$ cat src/cross_kernel_convolution_macros.svh
// assertion macros for the cross kernel convolution block
// depends on nothing; taken in by the top level, empty when SYNTH is set
`ifndef CROSS_KERNEL_CONVOLUTION_MACROS_SVH
`define CROSS_KERNEL_CONVOLUTION_MACROS_SVH
`ifndef SYNTH
// same-cycle implication under asynchronous reset
`define CKC_ASSERT_IMP(label, clk, rst_n, ante, cons) \
	label: assert property (@(posedge clk) disable iff (!rst_n) (ante) |-> (cons)) \
		else $error("cross kernel convolution: implication failed");
// next-cycle implication under asynchronous reset
`define CKC_ASSERT_NXT(label, clk, rst_n, ante, cons) \
	label: assert property (@(posedge clk) disable iff (!rst_n) (ante) |=> (cons)) \
		else $error("cross kernel convolution: next-cycle check failed");
`else
`define CKC_ASSERT_IMP(label, clk, rst_n, ante, cons)
`define CKC_ASSERT_NXT(label, clk, rst_n, ante, cons)
`endif
`endif

$ cat src/ckc_pkg.sv
// shared types, register codes and defaults of the cross kernel convolution block
// depends on nothing
package ckc_pkg;

	// default frame limits
	localparam int MAX_WIDTH_DEF  = 2048;
	localparam int MAX_HEIGHT_DEF = 4096;

	// register and field widths
	localparam int CH_W       = 8;
	localparam int IMG_W_W    = 12;
	localparam int IMG_H_W    = 13;
	localparam int CFG_IDX_W  = 3;
	localparam int CFG_DATA_W = 13;

	// register reset values
	localparam logic [IMG_W_W-1:0] IMG_W_RESET = 12'd2048;
	localparam logic [IMG_H_W-1:0] IMG_H_RESET = 13'd4096;
	localparam logic signed [CH_W-1:0] COEF_EDGE_RESET   = 8'sd0;
	localparam logic signed [CH_W-1:0] COEF_CENTRE_RESET = 8'sd1;

	// product and sum widths of the datapath
	localparam int PROD_W = 17;
	localparam int SUM_W  = 20;

	typedef enum logic [CFG_IDX_W-1:0] {
		REG_IMAGE_WIDTH  = 3'd0,
		REG_IMAGE_HEIGHT = 3'd1,
		REG_COEF_LEFT    = 3'd2,
		REG_COEF_RIGHT   = 3'd3,
		REG_COEF_TOP     = 3'd4,
		REG_COEF_BOTTOM  = 3'd5,
		REG_COEF_CENTER  = 3'd6
	} cfg_reg_t;

	typedef enum logic {
		OP_PUSH  = 1'b0,
		OP_DRAIN = 1'b1
	} op_t;

	// one rgb pixel, blue in the low byte
	typedef struct packed {
		logic [CH_W-1:0] red;
		logic [CH_W-1:0] green;
		logic [CH_W-1:0] blue;
	} pix_t;

	typedef struct packed {
		logic signed [CH_W-1:0] left;
		logic signed [CH_W-1:0] right;
		logic signed [CH_W-1:0] top;
		logic signed [CH_W-1:0] bottom;
		logic signed [CH_W-1:0] centre;
	} coef_t;

	// decode of an item that yields a result
	typedef struct packed {
		logic drain;
		logic interior;
		logic sel;
		logic last;
	} s1_t;

endpackage

$ cat src/ckc_mac.sv
// kernel datapath: product stage, then sum, saturation and the result register
// depends on ckc_pkg
module ckc_mac (
	input  logic           clk,
	input  logic           arst_n,
	input  logic           in_valid,
	output logic           in_ready,
	input  ckc_pkg::pix_t  left_px,
	input  ckc_pkg::pix_t  right_px,
	input  ckc_pkg::pix_t  top_px,
	input  ckc_pkg::pix_t  bottom_px,
	input  ckc_pkg::pix_t  centre_px,
	input  logic           interior,
	input  logic           last,
	input  ckc_pkg::coef_t coef,
	output logic           out_valid,
	input  logic           out_ready,
	output ckc_pkg::pix_t  out_px,
	output logic           out_last
);

	localparam int PW = ckc_pkg::PROD_W;
	localparam int SW = ckc_pkg::SUM_W;
	localparam int CW = ckc_pkg::CH_W;

	logic [2:0][CW-1:0]    tap_px   [5];
	logic signed [CW-1:0]  tap_coef [5];
	logic signed [PW-1:0]  prod_d   [3][5];
	logic signed [PW-1:0]  prod_s2  [3][5];
	logic signed [SW-1:0]  sum      [3];
	logic [2:0][CW-1:0]    sat;
	ckc_pkg::pix_t         centre_s2, out_px_q;
	logic valid_s2, interior_s2, last_s2, out_valid_q, out_last_q, out_adv;

	// taps in the order left, right, top, bottom, centre
	assign tap_px[0]   = left_px;
	assign tap_px[1]   = right_px;
	assign tap_px[2]   = top_px;
	assign tap_px[3]   = bottom_px;
	assign tap_px[4]   = centre_px;
	assign tap_coef[0] = coef.left;
	assign tap_coef[1] = coef.right;
	assign tap_coef[2] = coef.top;
	assign tap_coef[3] = coef.bottom;
	assign tap_coef[4] = coef.centre;

	// one small multiplier per tap and channel
	always_comb begin
		for (int k = 0; k < 3; k++) begin
			for (int t = 0; t < 5; t++) begin
				prod_d[k][t] = $signed({{(PW - CW){1'b0}}, tap_px[t][k]})
					* $signed({{(PW - CW){tap_coef[t][CW-1]}}, tap_coef[t]});
			end
		end
	end

	// handshake between stage two and the result register
	assign out_adv  = !out_valid_q || out_ready;
	assign in_ready = !valid_s2 || out_adv;

	always_ff @(posedge clk or negedge arst_n) begin
		if (!arst_n) begin
			valid_s2 <= 1'b0;
		end else if (in_ready) begin
			valid_s2 <= in_valid;
		end
	end

	always_ff @(posedge clk) begin
		if (in_valid && in_ready) begin
			prod_s2     <= prod_d;
			centre_s2   <= centre_px;
			interior_s2 <= interior;
			last_s2     <= last;
		end
	end

	// sum of five taps and clamp to a byte
	always_comb begin
		for (int k = 0; k < 3; k++) begin
			sum[k] = SW'(prod_s2[k][0]) + SW'(prod_s2[k][1]) + SW'(prod_s2[k][2])
				+ SW'(prod_s2[k][3]) + SW'(prod_s2[k][4]);
			if (sum[k] < 0) begin
				sat[k] = '0;
			end else if (sum[k] > SW'(255)) begin
				sat[k] = '1;
			end else begin
				sat[k] = sum[k][CW-1:0];
			end
		end
	end

	// result register
	always_ff @(posedge clk or negedge arst_n) begin
		if (!arst_n) begin
			out_valid_q <= 1'b0;
		end else if (out_adv) begin
			out_valid_q <= valid_s2;
		end
	end

	always_ff @(posedge clk) begin
		if (out_adv && valid_s2) begin
			out_px_q   <= interior_s2 ? ckc_pkg::pix_t'(sat) : centre_s2;
			out_last_q <= last_s2;
		end
	end

	assign out_valid = out_valid_q;
	assign out_px    = out_px_q;
	assign out_last  = out_last_q;

endmodule

$ cat config.mk
export PLATFORM = sky130hd
export DESIGN_NAME = ckc_mac
export DESIGN_NICKNAME = d
export VERILOG_FILES = /design/src/cross_kernel_convolution_macros.svh /design/src/ckc_pkg.sv /design/src/ckc_mac.sv
export SDC_FILE = /design/constraint.sdc
export NUM_CORES = 2
export LEC_CHECK = 0
export BUFFER_PORTS_ARGS = -buffer_cell sky130_fd_sc_hd__clkbuf_2
export CORE_ASPECT_RATIO = 0.6
export CORE_MARGIN = 2
export CORE_UTILIZATION = 50
export DETAILED_ROUTE_END_ITERATION = 16
export GPL_ROUTABILITY_DRIVEN = 0
export PLACE_DENSITY = 0.65
export RECOVER_POWER = 100
export SETUP_SLACK_MARGIN = 0.3
export SLEW_MARGIN = 20
export SYNTH_ARGS = -nofsm -noshare
export SYNTH_HDL_FRONTEND = slang
export SYNTH_SLANG_ARGS = --single-unit
export TNS_END_PERCENT = 1
$ cat constraint.sdc
create_clock -name clk -period 9 [get_ports clk]
set_input_delay 1.8 -clock clk [delete_from_list [all_inputs] [get_ports clk]]
set_output_delay 1.8 -clock clk [all_outputs]
set_load 0.005 [all_outputs]
==> flow_summary.toml <==
[run_status]
outcome = "complete, but fails checks"
violations = "max-capacitance violations, max-slew violations"

[floorplan]
initial_core_util_pct = 50.38
die_w_um = 409.9
std_cell_rows = 89
dieArea_mm2 = 0.1015
io_pins = 193
coreArea_mm2 = 0.09811
die_h_um = 247.5

[layout]
areaGrowthSynthToFinish_pct = 6.752
n_fill_cell = 8873
layout.nets = 6847
drive_gt1_share_pct = 4.465
multi_input_area_mm2 = 0.03504
regArea_mm2 = 0.009239

[clock_network]
postCtsSetupBuffers = 0
cts_num_sinks = 308
path_clk_slew_ns = 0.06
clockBufferDepth = 3
cts_resized = 0
cts_tree = "yes"
clkLatencyLatePin_ns = 0.55
root_buffer = "clkbuf_16"
numCtsBuffers = 35
cts_max_level = 2
ctsHoldBuffers = 0

[synth]
ys_warn_count = 0
syn_inst = 5111
synthTopCellsByArea = "fa_1 29%, edfxtp_1 19%, ha_1 18%, inv_1 9.6%, and2_1 6.5%"
netlist_area_mm2 = 0.04942
synth_edf_count = 306
synth_top_area_share_pct = 28.92
synthFlopType = "edfxtp_1"
async_flop_share_pct = 0.6494
avgSynthCellArea_um2 = 9.670
syn_nets = 6696
ys_ff_latch = 308
synth_top_area_cell = "fa_1"
synth_cell_types = 74
yosysSeqAreaShare_pct = 18.69

[timing]
rsz0062_at_grt = "no"
tns_ns = 0
clock_skew_ns = 0.02086
drv_slew = 323
fmax_mhz = 139.1
hold_viol = 0
period_share_pct = 79.86
fin_crit_ns = 7.187
finalSetupViolCount = 0
relSlewSlack_pct = -132.0
tightest_slew_ns = 3.479

[placement]
portBuffers = 192
post-dp-hpwl_um = 103000

[global_route]
gr-total-overflow = 0
grt_max_degree = 102
grt_pass1_vias = 34703
use_met1_pct = 37.45
grt_pass1_wl_um = 197300
grtUsageTotal_pct = 25.21
use_met2_pct = 35.41
grt-busiest-layer = "met1"
antenna_found_initial = 9
grtUsageMet3_pct = 9.083

[detailed_routing]
drc = 0
routed_wl_um = 123600
viasPerCell = 5.171
post_drt_wl_per_cell_um = 18.71
vias = 34173
drt-pass1-iter-count = 6
drtAntennaViolNets = 0
drt_iter0_markers = 2418

[critical_path]
crit_fanout = 21
path_class = "in -> reg"
crit_chain = "clkbuf_1 > clkinv_1 > fa_1 > fa_1 > inv_1 > fa_1 > inv_1 > fa_1 > inv_1 > ha_1 > o21ai_0 > a21boi_0 > o21ai_0 > a22oi_1 > a41o_1 > o41a_1 > xnor2_1"
slowest_delay_ns = 0.82
crit_top_cell = "fa_1"
startpoint_type = "input port"
worstPathArrival_ns = 7.49
critPathSlowestCell = "clkbuf_1"
end_kind = "register"
required_ns = 9.30
path_buf_inv = 5
cp_top_family = "adder cells"

[min_path]
hp-class = "reg -> reg"

[run]
max-cap-violations = 6
==> final timing paths <==
kind | startpoint | end | slack [ns] | cells after the start
worst min register to register | last_s2 | out_last | 0.43 | 0
min in group asynchronous | arst_n | out_valid | 1.02 | 1
worst max-delay path | coef[39] | prod_s2[254] | 1.81 | 17
worst min-delay path | last_s2 | out_last | 0.43 | 0
worst max register to register | prod_s2[35] | out_px[16] | 2.48 | 15
max in group asynchronous | arst_n | valid_s2 | 7.85 | 1
==> per-layer routing <==
layer | share of wire (%) | wire, um
met5 | 0.050 | 62
met4 | 1.7 | 2135
met3 | 11 | 13220
met2 | 40 | 49490
met1 | 48 | 58720
==> through the flow <==
| step | setup WS [ns] | utilization, % | instances | instance area, um^2 | hold slack (ns) |
|---|---|---|---|---|---|
| after global routing | 1.347 | 53.77 | 6607 | 52760 | 0.4438 |
| after detailed placement | 1.955 | 52.77 | 6544 | 51770 | 0.4168 |
| after floorplan | 3.014 | - | 5111 | 49420 | 0.4003 |
| after CTS | 2.502 | 53.90 | 6605 | 52880 | 0.4323 |
| after global placement | 2.058 | 52.77 | 6544 | 51770 | 0.4021 |
| final | 1.813 | 53.78 | 6609 | 52760 | 0.4258 |
==> sequential cells by signal (all words and copies together), names as in the netlist <==
name,flops
prod_s2,255
centre_s2,24
out_px,24
interior_s2,1
last_s2,1
out_last,1
out_valid,1
valid_s2,1
==> area by class of cell <==
class / instances / area share (%)
diodes: 4 / 0.01897
repair buffers: 199 / 1.781
flip-flops and latches: 308 / 17.51
inverters: 1271 / 9.042
well taps: 1319 / 3.128
clock buffers: 40 / 1.776
multi-input cells: 3447 / 66.42
clock inverters: 21 / 0.3249
==> worst reg2reg max path, stage by stage (launching register included) <==
cell and delay [ns]:
edfxtp_1 0.36, inv_1 0.17, fa_1 0.51, fa_1 0.47, fa_1 0.49, inv_1 0.04
ha_1 0.20, fa_1 0.50, a211oi_1 0.47, o21ai_0 0.29, nand3_1 0.16, nand2_1 0.09
a31oi_1 0.21, xnor2_1 0.09, nor4_1 1.57, a31oi_1 0.51
==> cells by family after synthesis <==
logic type | synth area share [%]
flops | 18.69
buf+inv | 10.32
fa+ha+maj | 46.77
simple gates | 14.56
compound gates | 5.929
xor+xnor | 3.544
mux | 0.1823
==> placed cells by master, fill, tap and decap left out, types with 7 or more instances in the layout <==
cell type / netlist / final
inv_1: 1266 / 1266
fa_1: 714 / 714
ha_1: 705 / 705
and2_1: 513 / 441
nand2_1: 408 / 408
edfxtp_1: 306 / 306
nor2_1: 189 / 189
xnor2_1: 164 / 164
clkbuf_2: 0 / 145
nand2b_1: 107 / 107
a21oi_1: 98 / 98
o21ai_0: 76 / 77
and2_0: 0 / 72
clkbuf_1: 81 / 54
nor3_1: 43 / 43
nor2b_1: 39 / 39
clkbuf_16: 0 / 37
xor2_1: 36 / 36
nand3_1: 35 / 35
a21boi_0: 33 / 33
a21o_1: 28 / 28
o211ai_1: 27 / 27
or3_1: 20 / 20
a31oi_1: 18 / 18
o21a_1: 14 / 14
a211oi_1: 12 / 13
or2_2: 12 / 12
a41o_1: 11 / 11
o21bai_1: 10 / 10
o41a_1: 10 / 10
nand4_1: 10 / 10
mux2i_1: 9 / 9
o31ai_1: 8 / 8
o41ai_1: 8 / 8
clkinv_1: 5 / 7
and3_1: 7 / 7
clkinvlp_4: 0 / 7
==> synthesized netlist by cell type, types with 35 or more instances <==
cell type  instances
inv_1           1266
fa_1             714
ha_1             705
and2_1           513
nand2_1          408
edfxtp_1         306
nor2_1           189
xnor2_1          164
nand2b_1         107
a21oi_1           98
clkbuf_1          81
o21ai_0           76
nor3_1            43
nor2b_1           39
xor2_1            36
nand3_1           35
Power is left out: the tool's default activity adds up to more than one toggle a clock period on the data nets, which glitch-free logic cannot reach.
