[config.mk]
export PLATFORM = sky130hd
export DESIGN_NAME = ckc_ctrl
export DESIGN_NICKNAME = d
export VERILOG_FILES = /design/src/cross_kernel_convolution_macros.svh /design/src/ckc_pkg.sv /design/src/ckc_ctrl.sv
export SDC_FILE = /design/constraint.sdc
export NUM_CORES = 1
export LEC_CHECK = 0
export BUFFER_PORTS_ARGS = -buffer_cell sky130_fd_sc_hd__buf_2
export CAP_MARGIN = 20
export CORE_ASPECT_RATIO = 0.6
export CORE_MARGIN = 2
export CORE_UTILIZATION = 60
export DETAILED_ROUTE_END_ITERATION = 10
export PLACE_DENSITY = 0.82
export SETUP_SLACK_MARGIN = 0.02
export SLEW_MARGIN = 40
export SYNTH_ARGS = -nofsm -noshare
export SYNTH_HDL_FRONTEND = slang
export SYNTH_SLANG_ARGS = --single-unit
[constraint.sdc]
create_clock -name clk -period 5.08 [get_ports clk]
set_clock_uncertainty 0.1 [all_clocks]
set_input_delay 0.254 -clock clk [delete_from_list [all_inputs] [get_ports clk]]
set_output_delay 0.254 -clock clk [all_outputs]
set_load 0.05 [all_outputs]
[src/cross_kernel_convolution_macros.svh]
// assertion macros for the cross kernel convolution block
// depends on nothing; taken in by the top level, empty when SYNTH is set
`ifndef CROSS_KERNEL_CONVOLUTION_MACROS_SVH
`define CROSS_KERNEL_CONVOLUTION_MACROS_SVH
`ifndef SYNTH
// same-cycle implication under asynchronous reset
`define CKC_ASSERT_IMP(label, clk, rst_n, ante, cons) \
	label: assert property (@(posedge clk) disable iff (!rst_n) (ante) |-> (cons)) \
		else $error("cross kernel convolution: implication failed");
// next-cycle implication under asynchronous reset
`define CKC_ASSERT_NXT(label, clk, rst_n, ante, cons) \
	label: assert property (@(posedge clk) disable iff (!rst_n) (ante) |=> (cons)) \
		else $error("cross kernel convolution: next-cycle check failed");
`else
`define CKC_ASSERT_IMP(label, clk, rst_n, ante, cons)
`define CKC_ASSERT_NXT(label, clk, rst_n, ante, cons)
`endif
`endif

[src/ckc_pkg.sv]
// shared types, register codes and defaults of the cross kernel convolution block
// depends on nothing
package ckc_pkg;

	// default frame limits
	localparam int MAX_WIDTH_DEF  = 2048;
	localparam int MAX_HEIGHT_DEF = 4096;

	// register and field widths
	localparam int CH_W       = 8;
	localparam int IMG_W_W    = 12;
	localparam int IMG_H_W    = 13;
	localparam int CFG_IDX_W  = 3;
	localparam int CFG_DATA_W = 13;

	// register reset values
	localparam logic [IMG_W_W-1:0] IMG_W_RESET = 12'd2048;
	localparam logic [IMG_H_W-1:0] IMG_H_RESET = 13'd4096;
	localparam logic signed [CH_W-1:0] COEF_EDGE_RESET   = 8'sd0;
	localparam logic signed [CH_W-1:0] COEF_CENTRE_RESET = 8'sd1;

	// product and sum widths of the datapath
	localparam int PROD_W = 17;
	localparam int SUM_W  = 20;

	typedef enum logic [CFG_IDX_W-1:0] {
		REG_IMAGE_WIDTH  = 3'd0,
		REG_IMAGE_HEIGHT = 3'd1,
		REG_COEF_LEFT    = 3'd2,
		REG_COEF_RIGHT   = 3'd3,
		REG_COEF_TOP     = 3'd4,
		REG_COEF_BOTTOM  = 3'd5,
		REG_COEF_CENTER  = 3'd6
	} cfg_reg_t;

	typedef enum logic {
		OP_PUSH  = 1'b0,
		OP_DRAIN = 1'b1
	} op_t;

	// one rgb pixel, blue in the low byte
	typedef struct packed {
		logic [CH_W-1:0] red;
		logic [CH_W-1:0] green;
		logic [CH_W-1:0] blue;
	} pix_t;

	typedef struct packed {
		logic signed [CH_W-1:0] left;
		logic signed [CH_W-1:0] right;
		logic signed [CH_W-1:0] top;
		logic signed [CH_W-1:0] bottom;
		logic signed [CH_W-1:0] centre;
	} coef_t;

	// decode of an item that yields a result
	typedef struct packed {
		logic drain;
		logic interior;
		logic sel;
		logic last;
	} s1_t;

endpackage

[src/ckc_ctrl.sv]
// raster position counters, item decode and line buffer addressing
// depends on ckc_pkg
module ckc_ctrl #(
	parameter int MAX_WIDTH  = ckc_pkg::MAX_WIDTH_DEF,
	parameter int MAX_HEIGHT = ckc_pkg::MAX_HEIGHT_DEF
) (
	input  logic                              clk,
	input  logic                              arst_n,
	input  logic                              accept,
	input  logic                              operation,
	input  logic [ckc_pkg::IMG_W_W-1:0]       image_width,
	input  logic [ckc_pkg::IMG_H_W-1:0]       image_height,
	output logic                              take,
	output ckc_pkg::s1_t                      s1_d,
	output logic                              re,
	output logic                              we0,
	output logic                              we1,
	output logic [$clog2(MAX_WIDTH)-1:0]      waddr,
	output logic [$clog2(MAX_WIDTH)-1:0]      raddr_a,
	output logic [$clog2(MAX_WIDTH)-1:0]      raddr_b
);

	localparam int COL_W  = $clog2(MAX_WIDTH);
	localparam int OROW_W = $clog2(MAX_HEIGHT);
	localparam int ROW_W  = $clog2(MAX_HEIGHT + 1);
	localparam int EW     = $clog2(MAX_WIDTH + 1);
	localparam logic [COL_W-1:0] LAST_COL = COL_W'(MAX_WIDTH - 1);

	logic [COL_W-1:0]  in_col_q, out_col_q, in_col_d, out_col_d;
	logic [ROW_W-1:0]  in_row_q, in_row_d;
	logic [OROW_W-1:0] out_row_q, out_row_d;
	logic [EW-1:0]     eff_w;
	logic [ROW_W-1:0]  eff_h;
	logic push_ok, drain_ok, push_emit, interior;
	logic in_col_end, out_col_end, out_row_end;

	// register values out of range are clamped
	always_comb begin
		if (image_width == '0) begin
			eff_w = EW'(1);
		end else if (32'(image_width) > 32'(MAX_WIDTH)) begin
			eff_w = EW'(MAX_WIDTH);
		end else begin
			eff_w = EW'(image_width);
		end
		if (image_height == '0) begin
			eff_h = ROW_W'(1);
		end else if (32'(image_height) > 32'(MAX_HEIGHT)) begin
			eff_h = ROW_W'(MAX_HEIGHT);
		end else begin
			eff_h = ROW_W'(image_height);
		end
	end

	// end of row and frame tests
	assign in_col_end  = (32'(in_col_q) + 32'd1) >= 32'(eff_w);
	assign out_col_end = (32'(out_col_q) + 32'd1) >= 32'(eff_w);
	assign out_row_end = (32'(out_row_q) + 32'd1) >= 32'(eff_h);

	// item decode: pushes past the frame and early drains are dropped
	assign push_ok   = (operation == ckc_pkg::OP_PUSH) && (in_row_q < eff_h);
	assign drain_ok  = (operation == ckc_pkg::OP_DRAIN) && (in_row_q >= eff_h)
		&& (32'(out_row_q) < 32'(eff_h));
	assign push_emit = push_ok && (in_row_q != '0);
	assign interior  = (in_row_q >= ROW_W'(2)) && (in_col_q != '0)
		&& ((32'(in_col_q) + 32'd2) <= 32'(eff_w));
	assign take      = push_emit || drain_ok;

	always_comb begin
		s1_d.drain    = drain_ok;
		s1_d.interior = push_emit && interior;
		s1_d.sel      = drain_ok ? out_row_q[0] : ~in_row_q[0];
		s1_d.last     = drain_ok && out_row_end && out_col_end;
	end

	// line buffer ports: bank by row parity, centre and right from the row above
	assign re      = accept && take;
	assign we0     = accept && push_ok && !in_row_q[0];
	assign we1     = accept && push_ok && in_row_q[0];
	assign waddr   = in_col_q;
	assign raddr_a = (operation == ckc_pkg::OP_DRAIN) ? out_col_q : in_col_q;
	assign raddr_b = (in_col_q == LAST_COL) ? '0 : in_col_q + 1'b1;

	// next position
	always_comb begin
		in_col_d  = in_col_q;
		in_row_d  = in_row_q;
		out_col_d = out_col_q;
		out_row_d = out_row_q;
		if (push_ok) begin
			if (push_emit) begin
				if (in_col_end) begin
					out_col_d = '0;
					out_row_d = OROW_W'(in_row_q);
				end else begin
					out_col_d = in_col_q + 1'b1;
					out_row_d = OROW_W'(in_row_q - 1'b1);
				end
			end
			if (in_col_end) begin
				in_col_d = '0;
				in_row_d = in_row_q + 1'b1;
			end else begin
				in_col_d = in_col_q + 1'b1;
			end
		end else if (drain_ok) begin
			if (out_row_end && out_col_end) begin
				in_col_d  = '0;
				in_row_d  = '0;
				out_col_d = '0;
				out_row_d = '0;
			end else if (out_col_end) begin
				out_col_d = '0;
				out_row_d = out_row_q + 1'b1;
			end else begin
				out_col_d = out_col_q + 1'b1;
			end
		end
	end

	always_ff @(posedge clk or negedge arst_n) begin
		if (!arst_n) begin
			in_col_q  <= '0;
			in_row_q  <= '0;
			out_col_q <= '0;
			out_row_q <= '0;
		end else if (accept) begin
			in_col_q  <= in_col_d;
			in_row_q  <= in_row_d;
			out_col_q <= out_col_d;
			out_row_q <= out_row_d;
		end
	end

endmodule

==> results of run 1 <==
## logic make-up after synthesis
family | Yosys count | synth area share, %
flip-flops | 47 | 21.8
AND/OR/NAND/NOR | 229 | 20.7
multiplexers | 16 | 3.34
buffers and inverters | 70 | 5.17
XOR/XNOR | 54 | 8.77
AO/OA/AOI/OAI | 171 | 21.0
adder cells (fa/ha/maj) | 83 | 19.3
## cell type report
| class | count | share of cell area (%) |
|---|---|---|
| clock buffer | 6 | 2.16 |
| timing repair buffer | 78 | 6.98 |
| multi-input combinational | 553 | 66.3 |
| inverter | 31 | 1.95 |
| clock inverter | 1 | 0.504 |
| tap | 112 | 2.35 |
| sequential | 47 | 19.8 |
## metal layers
| layer | up-vias | routed length (um) | GRT usage (%) |
|---|---|---|---|
| met3 | 43 | 1910 | 7.45 |
| met1 | 2606 | 7710 | 52.4 |
| li1 | 2542 | - | - |
| met5 | - | 0 | 0 |
| met2 | 325 | 6870 | 49.4 |
| met4 | 0 | 274 | 6.26 |
## metrics by stage
| stage | total power, W | hold WS (ns) |
|---|---|---|
| after floorplan | 0.00148 | -0.142 |
| after global placement | 0.00176 | 0.285 |
| after detailed placement | 0.00181 | 0.301 |
| after CTS | 0.00220 | 0.350 |
| after global routing | 0.00239 | 0.380 |
| final | 0.00224 | 0.370 |
## path summary, 6_finish.rpt
| path | start | to | slack (ns) | cells after the start |
|---|---|---|---|---|
| worst max-delay path | out_col_q[0] | in_row_q[11] | 0.42 | 13 |
| min in group asynchronous | arst_n | waddr[10] | 0.50 | 3 |
| worst max register to register | out_col_q[0] | in_row_q[11] | 0.42 | 13 |
| max in group asynchronous | arst_n | out_row_q[0] | 3.93 | 3 |
| worst min-delay path | accept | waddr[0] | 0.37 | 3 |
| worst min register to register | out_row_q[8] | out_row_q[8] | 0.46 | 1 |
## layout by cell type, fill, tap and decap left out, types with 3 or more instances in the layout
cell type | netlist | final
sky130_fd_sc_hd__a21oi_1 | 32 | 32
sky130_fd_sc_hd__or4_1 | 3 | 3
sky130_fd_sc_hd__ha_1 | 83 | 83
sky130_fd_sc_hd__mux2_2 | 16 | 16
sky130_fd_sc_hd__o2bb2ai_1 | 4 | 4
sky130_fd_sc_hd__a211oi_1 | 7 | 7
sky130_fd_sc_hd__buf_4 | 1 | 8
sky130_fd_sc_hd__nor2b_1 | 7 | 7
sky130_fd_sc_hd__o31ai_1 | 5 | 5
sky130_fd_sc_hd__nor4_1 | 9 | 9
sky130_fd_sc_hd__xnor2_1 | 27 | 27
sky130_fd_sc_hd__o21a_1 | 3 | 3
sky130_fd_sc_hd__xor2_1 | 27 | 27
sky130_fd_sc_hd__a22o_1 | 4 | 4
sky130_fd_sc_hd__o22ai_1 | 4 | 4
sky130_fd_sc_hd__nand2b_1 | 6 | 6
sky130_fd_sc_hd__a21o_1 | 16 | 16
sky130_fd_sc_hd__nand3_1 | 20 | 20
sky130_fd_sc_hd__o211ai_1 | 4 | 4
sky130_fd_sc_hd__o21ai_0 | 49 | 48
sky130_fd_sc_hd__dfrtp_1 | 47 | 47
sky130_fd_sc_hd__buf_2 | 4 | 69
sky130_fd_sc_hd__a31oi_1 | 15 | 15
sky130_fd_sc_hd__nand2_1 | 55 | 55
sky130_fd_sc_hd__or3_1 | 6 | 6
sky130_fd_sc_hd__inv_1 | 31 | 31
sky130_fd_sc_hd__nor2_1 | 65 | 64
sky130_fd_sc_hd__a32oi_1 | 8 | 8
sky130_fd_sc_hd__nand4_1 | 17 | 17
sky130_fd_sc_hd__clkbuf_16 | 0 | 5
sky130_fd_sc_hd__nor3_1 | 12 | 11
sky130_fd_sc_hd__and3_1 | 22 | 22
## power by group through the flow
stage	logic [W]	clock network (W)	registers [W]
after floorplan	0.000896	0	0.000585
after global placement	0.00114	0	0.000614
after detailed placement	0.00119	0	0.000620
after CTS	0.00121	0.000382	0.000614
after global routing	0.00136	0.000397	0.000637
final	0.00123	0.000383	0.000623
## repair_timing
| action | 4_1_cts | 5_1_grt |
|---|---|---|
| endpoints found under the setup margin | 0 | 0 |
| hold buffers | 1 | 0 |
| hold endpoints to repair | 13 | 0 |
## worst max-delay path: stages (launching register included)
cell and delay, ns:
sky130_fd_sc_hd__dfrtp_1 0.44, sky130_fd_sc_hd__ha_1 0.26, sky130_fd_sc_hd__and3_1 0.28, sky130_fd_sc_hd__and3_1 0.29, sky130_fd_sc_hd__and3_1 0.29, sky130_fd_sc_hd__nand3_1 0.13, sky130_fd_sc_hd__xnor2_1 0.16, sky130_fd_sc_hd__ha_1 0.33
sky130_fd_sc_hd__nand4_1 0.11, sky130_fd_sc_hd__o21ai_0 0.49, sky130_fd_sc_hd__nor4b_2 0.71, sky130_fd_sc_hd__nor2_1 0.21, sky130_fd_sc_hd__or4_1 0.57, sky130_fd_sc_hd__a21oi_1 0.19
## sequential cells by signal (all words and copies together) (netlist names)
| signal | count |
|---|---|
| out_col_q | 11 |
| in_row_q | 13 |
| waddr | 11 |
| out_row_q | 12 |
==> impl_summary.md, run 1 <==
Die
The core footprint is 8620 um^2. The effective utilization at floorplan is 62.6%. The width of the die is 126 um.

70 I/O pins were placed. Row generation in the floorplan step produced 26 rows. The die footprint is 9790 um^2. The y dimension of the die is 77.4 um.

STA
Setup violations remaining at the end of the flow were counted as 0. The final period demand of the worst path is 4.66 ns. Once routing completed, OpenROAD measured the worst setup slack at 0.418 ns. Setup repair after global routing left no endpoint under its margin.

The maximum operating frequency is 214 MHz. The number of slew-limit violations in the final report is 0. The number of endpoints with negative hold slack in the final report is 0. The slew at the pin closest to its max-slew limit is 0.732 ns. The portion of the clock cycle consumed by the worst path in the final layout is 91.8%. The setup TNS after final layout is 0 ns. The relative slew slack is 51.1%.

Clocking
The register clock-pin slew on the reported worst setup and hold paths is 0.07 ns. The H-tree was split into 2 levels. For the worst-skew pair, the clock arrives at the later sink with an insertion delay of 0.30 ns. TritonCTS created 5 clock buffers. The post-CTS setup buffer count is 0. TritonCTS built the clock tree.

In this run, post-CTS repair resized a total of 0 instances. The clock sink total is 47. The clock passes through at most 2 buffers. The clock root buffer is sky130_fd_sc_hd__clkbuf_16.

Setup path
The top fanout value on the critical path is 7. The critical path start-end classification is reg2reg. The worst setup path is launched from a register. The worst setup path is captured at a register. The data arrival at the endpoint of the critical path is 4.77 ns. Data on the critical path is required at its endpoint by 5.19 ns.

Power
Per report_power, the sequential group accounts for 27.8% of the total. The power density relative to cell area is 376 nW/um^2. The part of the total power dissipated in the clock network is 17.1%.

The internal power summed over all cells is 0.00115 W. The cell leakage power is 3.02 nW. Summed over all nets, the switching power comes to 0.00109 W. Net switching is 48.8% of the power. Across the VDD grid, the largest voltage drop is 0.346 mV. Combinational cells account for 55.0% of the total power.

Placed design
In this run, placement finished with an instance count of 820. The post-placement setup slack is 0.696 ns. The estimated wirelength of the detail-placed design is 12600 um. After detailed placement, the total cell area comes to 5780 um^2. At the end of routability-driven placement, the weighted congestion stood at 0.927. Buffers placed on the I/O ports in this run total 69.

Drt
The number of antenna-violating nets in the routed design is 0. The number of DRC markers after the initial detailed-route iteration is 775. The mean number of vias per cell is 6.66. The average detailed-routed wire length per instance is 20.2 um.

The via total after detailed routing is 5516. The final wirelength is 16800 um. For this run, design rule violations remaining after detail routing come to 0. The number of iterations in the first detailed-routing pass is 8.

Synthesis
The synthesized area per cell is 8.05 um^2. The Yosys warning count is 0. Ranked by total cell area, the synthesized netlist is headed by sky130_fd_sc_hd__dfrtp_1 (22%), sky130_fd_sc_hd__ha_1 (19%), sky130_fd_sc_hd__o21ai_0 (4.5%). Summed over all instances, the cell type with the most area after synthesis is sky130_fd_sc_hd__dfrtp_1. Ranked by instance count, the synthesized netlist is headed by sky130_fd_sc_hd__ha_1 (83), sky130_fd_sc_hd__nor2_1 (65), sky130_fd_sc_hd__nand2_1 (55), sky130_fd_sc_hd__o21ai_0 (49), sky130_fd_sc_hd__dfrtp_1 (47). The proportion of synthesized flip-flops having asynchronous set or reset is 100%.

Sequential cells were found to cover 21.8% of the synthesized design area. When the netlist entered floorplanning its net count stood at 782. In this run, distinct cell masters in the synthesized netlist total 57. After synthesis the cells add up to 5390 um^2.

The proportion of netlist area held by the largest area contributor is 21.8%. sky130_fd_sc_hd__ha_1 is the most common cell in the netlist. For this run, the leading register cell type out of synthesis is sky130_fd_sc_hd__dfrtp_1. In this run, synthesis inferred 0 flip-flops with an integrated enable.

The register bit total from synthesis is 47. Synthesis produced 670 cells.

Finish
Excluding fillers, the count of instances in the completed layout stands at 828. The proportion of layout cells with a drive suffix above 1 is 15.2%. The number of nets in the layout is 828. The multi-input logic area is 3950 um^2. The layout overhead on the synthesized area is 10.4%. 0 antenna diodes ended up in the layout.

The total of fill cells in the finished design is 715. The final cell utilization of the core is 69.1%. After routing the design area is 5950 um^2. The sequential cell area in the final layout is 1180 um^2.

Global routing
The first-pass GRT wire length is 26900 um. The overall overflow remaining after global route is 0. Across every metal layer, demand over resource in global routing totals 34.2%.

The initial antenna violation count is 0. The largest net degree at the start of global routing is 48. The number of global-route vias before repair is 5132.

Status
The run finished with clean final reports.

Job
Max-cap violations in this run came to 0.

Min path
In this run the worst hold path is classified as in2reg.
Note: power is estimated with default switching activity, not from simulation.
==> run 2, diff against run 1 <==
--- a/config.mk
+++ b/config.mk
@@ -5,13 +5,14 @@
 export SDC_FILE = /design/constraint.sdc
 export NUM_CORES = 1
 export LEC_CHECK = 0
+export ABC_AREA = 0
 export BUFFER_PORTS_ARGS = -buffer_cell sky130_fd_sc_hd__buf_2
 export CAP_MARGIN = 20
 export CORE_ASPECT_RATIO = 0.6
 export CORE_MARGIN = 2
-export CORE_UTILIZATION = 60
+export CORE_UTILIZATION = 65
 export DETAILED_ROUTE_END_ITERATION = 10
-export PLACE_DENSITY = 0.82
+export PLACE_DENSITY = 0.88
 export SETUP_SLACK_MARGIN = 0.02
 export SLEW_MARGIN = 40
 export SYNTH_ARGS = -nofsm -noshare
==> constraint.sdc (replaced) <==
create_clock -name clk -period 5.4 [get_ports clk]
set_clock_uncertainty 0.1 [all_clocks]
set_input_delay 0.27 -clock clk [delete_from_list [all_inputs] [get_ports clk]]
set_output_delay 0.27 -clock clk [all_outputs]
set_load 0.05 [all_outputs]
==> impl_summary.md, run 2 (synthesis results as in run 1) <==
Status
The flow ran to the end, but the final reports show violations. The final reports fail on hold timing.

Finish
The layout overhead on the synthesized area is 9.88%. The final cell utilization of the core is 74.3%. The total of fill cells in the finished design is 613. In the layout the commonest cells are sky130_fd_sc_hd__ha_1 (83), sky130_fd_sc_hd__buf_2 (69), sky130_fd_sc_hd__nor2_1 (63), sky130_fd_sc_hd__nand2_1 (55), sky130_fd_sc_hd__o21ai_0 (48). In the final layout, the registers with the most flip-flops are in_row_q (13), out_row_q (12).

The most common cell after layout, fill and taps aside is sky130_fd_sc_hd__ha_1. At the end of the flow, the number of nets in the layout was 823. The register with the most flip-flops in the layout has 13 of them. In the final layout, the share of cells above drive strength 1 is 15.2%.

The count of antenna diodes in the layout is 0. The register ranked first by flip-flop count is in_row_q.

Placed design
The congestion estimate from routability-driven global placement came to 0.990. In this run the tool buffered the top-level ports with 69 buffer cells. The estimated wirelength of the detail-placed design is 12900 um.

Drt
The mean number of vias per cell is 6.97. The detailed router placed 5712 vias in this run. The number of iterations in the first detailed-routing pass is 5. The number of antenna-violating nets in the routed design is 0. The residual DRC count is 0. The average detailed-routed wire length per instance is 20.9 um. The detailed router finished its first iteration with 844 violations.

Wires add up to 17200 um.

Job
Across the run, the number of max-cap violations was 0.

STA
Setup violations remaining at the end of the flow were counted as 0. The number of slew-limit violations in the final report came to 0. The slew at the pin closest to its max-slew limit is 0.796 ns. The final period demand of the worst path is 4.62 ns. The setup TNS after final layout is 0 ns. The number of endpoints with negative hold slack in the final report is 23.

The worst hold slack across all endpoints is -0.0308 ns. Setup repair after global routing left no endpoint under its margin. The portion of the clock cycle consumed by the worst path in the final layout is 85.6%. The relative slew slack is 46.9%. Static timing analysis puts the maximum clock frequency at 216 MHz.

Setup path
Walking the worst path, the cells encountered are ha_1 -> and3_1 -> and3_1 -> and3_1 -> nand3_1 -> xnor2_1 -> ha_1 -> nand4_1 -> o21ai_0 -> nor4b_2 -> o21ai_1 -> buf_4 -> o21ai_0 -> o31ai_1. The top fanout value on the critical path is 15. In this run the number of cells on the critical path is 14. The worst register-to-register path has a depth of 14.

Data on the critical path is required at its endpoint by 5.48 ns. Among cell families on the critical path, the largest total delay comes from simple AND/OR/NAND/NOR gates. The critical path start-end classification is reg2reg.

In this design, the critical path's most frequently occurring cell is sky130_fd_sc_hd__and3_1. The slowest library cell on the worst path is sky130_fd_sc_hd__nor4b_2. The number of buffer and inverter stages on the critical path is 1. The type of origin of the critical path is a register. The largest single stage delay on the critical path is 0.64 ns. The data arrival at the endpoint of the critical path is 4.70 ns.

The type of element capturing the critical path is a register.

Die
From left edge to right edge, the die measures 122 um. The core footprint is 7980 um^2. The y dimension of the die is 74.6 um.

The number of rows in the core area is 25. 70 I/O pins were placed. The floorplan step defined a die boundary enclosing 9070 um^2. The effective utilization at floorplan is 67.6%.

Global routing
The number of global-route vias before repair is 5294. The overall overflow remaining after global route is 0. Entering global routing, the biggest net connects 48 pins. The global-route usage over all layers is 39.0%.

The initial antenna violation count was 0. The first global-routing pass estimated 27500 um of wire.

Power
The largest vdd supply drop is 0.304 mV. For this design the static power due to leakage is 3.00 nW. The power density relative to cell area is 362 nW/um^2.

Clocking
The longest clock path from root to sink contains 2 buffers. CTS built an H-tree with a depth of 2. The clock root buffer is sky130_fd_sc_hd__clkbuf_16.

The number of resized instances in the post-cts repair step is 0. After clock tree synthesis, the flow added hold-fix buffers numbering 0. Clock latency on the worst-skew pair, taken at its later pin, is 0.30 ns. The post-CTS setup buffer count is 0. The clock sink total is 47.

Clock-pin slew was measured on the worst setup and hold paths at 0.07 ns. The TritonCTS clock tree is built. Clock tree synthesis inserted a total of 5 buffers.

Min path
The path class of the tightest hold or removal check is in2async.
[run 2: area by class of cell]
type | count | area [um^2] | area share (%)
clock inverter | 3 | 43.8 | 0.739
clock buffer | 5 | 125 | 2.11
tap | 108 | 135 | 2.28
multi-input combinational | 553 | 3960 | 66.7
timing repair buffer | 73 | 375 | 6.33
inverter | 31 | 116 | 1.96
sequential | 47 | 1180 | 19.8
[run 2: final timing paths]
path | startpoint | endpoint | slack (ns)
min in group clk | accept | in_row_q[6] | 0.36
max in group asynchronous | arst_n | waddr[0] | 4.79
worst max register to register | out_col_q[0] | in_row_q[6] | 0.78
worst max-delay path | out_col_q[0] | in_row_q[6] | 0.78
worst min-delay path | arst_n | out_col_q[9] | -0.03
worst min register to register | out_col_q[10] | out_col_q[10] | 0.48
[run 2: metrics by stage]
step | cells | setup WS, ns | hold WS, ns | power, W | area, um^2
CTS | 820 | 0.955 | 0.000669 | 0.00209 | 5920
finish | 820 | 0.779 | -0.0308 | 0.00214 | 5930
floorplan | 670 | 0.995 | -0.126 | 0.00139 | 5390
detailed placement | 812 | 1.02 | 0.301 | 0.00171 | 5750
global placement | 812 | 1.11 | 0.295 | 0.00165 | 5750
global route | 820 | 0.565 | 0.0350 | 0.00227 | 5930
[run 2: report_power, final]
group	internal [W]	total, W	switching [W]	leakage, nW
Clock	0.000219	0.000368	0.000149	0.0838
Combinational	0.000427	0.00117	0.000747	2.30
Sequential	0.000431	0.000603	0.000172	0.615
[run 2: routing by layer]
layer	global-route usage, %	vias up	part of all wire (%)	wire length [um]
li1	-	2524	-	-
met1	56.3	2634	42	7230
met2	55.6	490	40	6930
met3	13.0	64	15	2580
met4	11.0	0	2.4	419
met5	0	-	0	0
==> run 3, diff against run 2 <==
--- a/config.mk
+++ b/config.mk
@@ -13,6 +13,7 @@
 export CORE_UTILIZATION = 65
 export DETAILED_ROUTE_END_ITERATION = 10
 export PLACE_DENSITY = 0.88
+export RECOVER_POWER = 100
 export SETUP_SLACK_MARGIN = 0.02
 export SLEW_MARGIN = 40
 export SYNTH_ARGS = -nofsm -noshare
==> impl_summary.md, run 3 (synthesis results as in run 1) <==
STA
Headroom to the max-slew limit came out at -76.7%. The slack of the critical path is 0.546 ns. For the pin with the worst max-slew slack, the measured transition is 2.65 ns.

The worst hold slack across all endpoints is 0.352 ns. The smallest clock period supported by the final layout is computed as 4.85 ns. The maximum operating frequency is 206 MHz. After layout, the worst path uses 89.9% of the clock period. The final count of negative-setup-slack endpoints is 0. The number of endpoints with negative hold slack in the final report came to 0. The setup TNS after final layout is 0 ns.

The number of slew-limit violations in the final report came to 49. Setup repair after global routing left no endpoint under its margin.

Clocking
The total of hold buffers inserted after clock tree synthesis is 0. The TritonCTS clock tree is built. At the later pin of the worst-skew pair, clock insertion delay measures 0.30 ns. The register clock-pin slew on the reported worst setup and hold paths is 0.07 ns. In this run, post-CTS repair resized a total of 0 instances. The post-CTS setup buffer count is 0.

The CTS buffer count is 5. Counting along the longest clock path gives a buffer depth of 2. The tree built by TritonCTS fans out to 47 sinks. The tree is rooted in a sky130_fd_sc_hd__clkbuf_16. The H-tree generated during clock tree synthesis spans 2 levels.

Finish
The count of antenna diodes in the layout is 0. The number of flip-flops under the largest register name is 13. The library cell used most frequently in the layout, excluding fill and tap cells, is sky130_fd_sc_hd__ha_1. Leaving out fill and tap cells, the most frequent cells in the layout are sky130_fd_sc_hd__ha_1 (83), sky130_fd_sc_hd__nor2_1 (64), sky130_fd_sc_hd__nand2_1 (55), sky130_fd_sc_hd__o21ai_0 (49), sky130_fd_sc_hd__dfrtp_1 (47). Cells fill 73.2% of the core in the end.

The register ranked first by flip-flop count is in_row_q. At the end of the flow, the number of nets in the layout was 823. The largest registers in the layout are in_row_q (13), out_row_q (12). From synthesis to final layout, the design area changed by 8.30%. Cells with a size suffix above 1 make up 8.99% of the layout.

Placed design
The routability congestion estimate is 0.990. The estimated wirelength of the detail-placed design is 12900 um. During placement, the flow inserted port buffers numbering 69.

The post-placement setup slack is 1.02 ns.

Global routing
Entering global routing, the biggest net connects 48 pins. The first global-routing pass estimated 27500 um of wire. Across every metal layer, demand over resource in global routing totals 39.0%. The total overflow left after global routing is 0. The number of global-route vias before repair is 5294. The initial antenna violation count is 0.

Min path
The tightest min-delay check is of the in2reg type. The count of cells along the worst hold path is 3.

Power
For this design the static power due to leakage is 2.84 nW. The share of total power dissipated in combinational logic is 54.4%. The total power of the final layout is 0.00213 W. Power spread over the standard cell area amounts to 365 nW/um^2. The internal power summed over all cells is 0.00106 W. In this run the power spent charging and discharging nets is 0.00107 W.

The net switching fraction of the power is 50.2%. The relative contribution of sequential cells to total power is 28.4%. In this run, the clock network consumes 17.2% of the power. The worst-case IR drop observed on VDD is 0.294 mV.

Setup path
Data on the critical path is required at its endpoint by 5.03 ns. Traced cell by cell, the critical path runs through buf_2 -> inv_1 -> nand2_1 -> ha_1 -> a21o_1 -> a21o_1 -> a2111o_1 -> nor3_1 -> buf_4 -> nand2_1 -> nor2_1 -> clkbuf_1. The type of origin of the critical path is an input pin. The worst setup path is of the in2out kind.

The type of element capturing the critical path is a primary output. For this design, the slowest cell found on the critical path is sky130_fd_sc_hd__nor3_1. On the worst path, the slowest cell contributes a delay of 1.18 ns. Data on the critical path arrives at its endpoint at 4.48 ns. For the worst flop-to-flop path, the logic depth is 14. Along the worst path, the maximum fanout reaches 18.

Status
The flow ran to the end, but the final reports show violations. The final reports fail on capacitance limit, slew limit.

Die
70 I/O pins were placed. The initial utilization of the core area, before any placement, comes to 67.6%. The die footprint is 9070 um^2.

The number of rows in the core area is 25. The core footprint is 7980 um^2. The width of the die is 122 um. In this run the vertical extent of the chip is 74.6 um.

Job
The tool flagged a number of max-cap violations equal to 2.

Drt
The number of DRC markers after the initial detailed-route iteration is 783. The uppermost signal routing layer after detailed routing is met4. The mean number of vias per cell is 6.96. For this block, the routed nets add up to 17200 um of wire. The wire length on met2 is 6990 um. Wire segments on met3 add up to 2430 um in the final route.

The residual DRC count is 0. The number of iterations in the first detailed-routing pass is 6. Dividing the detail-routed wire length by the instance count gives 21.0 um. The via total after detailed routing is 5704. The number of antenna-violating nets in the routed design is 0. After detailed routing, the wire length on met1 is 7370 um.
[run 3: area by class of cell]
type	instances	area (um^2)
multi-input combinational	553	3920
fill	637	2130
sequential	47	1180
timing repair buffer	73	322
tap	108	135
clock buffer	5	125
inverter	31	116
clock inverter	3	43.8
[run 3: stage by stage]
stage / instance area, um^2 / cells
2_1_floorplan: 5390 / 670
3_3_place_gp: 5750 / 812
3_5_place_dp: 5750 / 812
4_1_cts: 5920 / 820
5_1_grt: 5840 / 820
6_report: 5840 / 820
[run 3: worst max-delay path: cells and delay by family]
kind / cells / cell delay, ns
AOI/OAI and AO/OA: 3 / 0.83
adders and majority gates: 1 / 0.34
buffers and inverters: 4 / 1.37
and+or+nand+nor: 4 / 1.66
[run 3: worst paths after layout]
kind                                       start            end  slack [ns]
worst max-delay path            image_height[12]            we1        0.55
worst min-delay path                      accept    in_row_q[6]        0.35
worst max register to register          waddr[2]    in_row_q[7]        0.66
worst min register to register     out_col_q[10]  out_col_q[10]        0.48
max in group asynchronous                 arst_n       waddr[0]        2.89
min in group asynchronous                 arst_n   out_col_q[9]        0.80
[run 3: per-layer routing]
layer	vias to the layer above	global-route usage, %
li1	2524	-
met1	2656	56.3
met2	462	55.6
met3	62	13.0
met4	0	11.0
met5	-	0
[run 3: power by group through the flow]
stage / clock, W / sequential (W) / combinational (W)
2_1_floorplan: 0 / 0.000550 / 0.000843
3_3_place_gp: 0 / 0.000585 / 0.00106
3_5_place_dp: 0 / 0.000597 / 0.00112
4_1_cts: 0.000364 / 0.000591 / 0.00114
5_1_grt: 0.000376 / 0.000615 / 0.00126
6_report: 0.000368 / 0.000605 / 0.00116
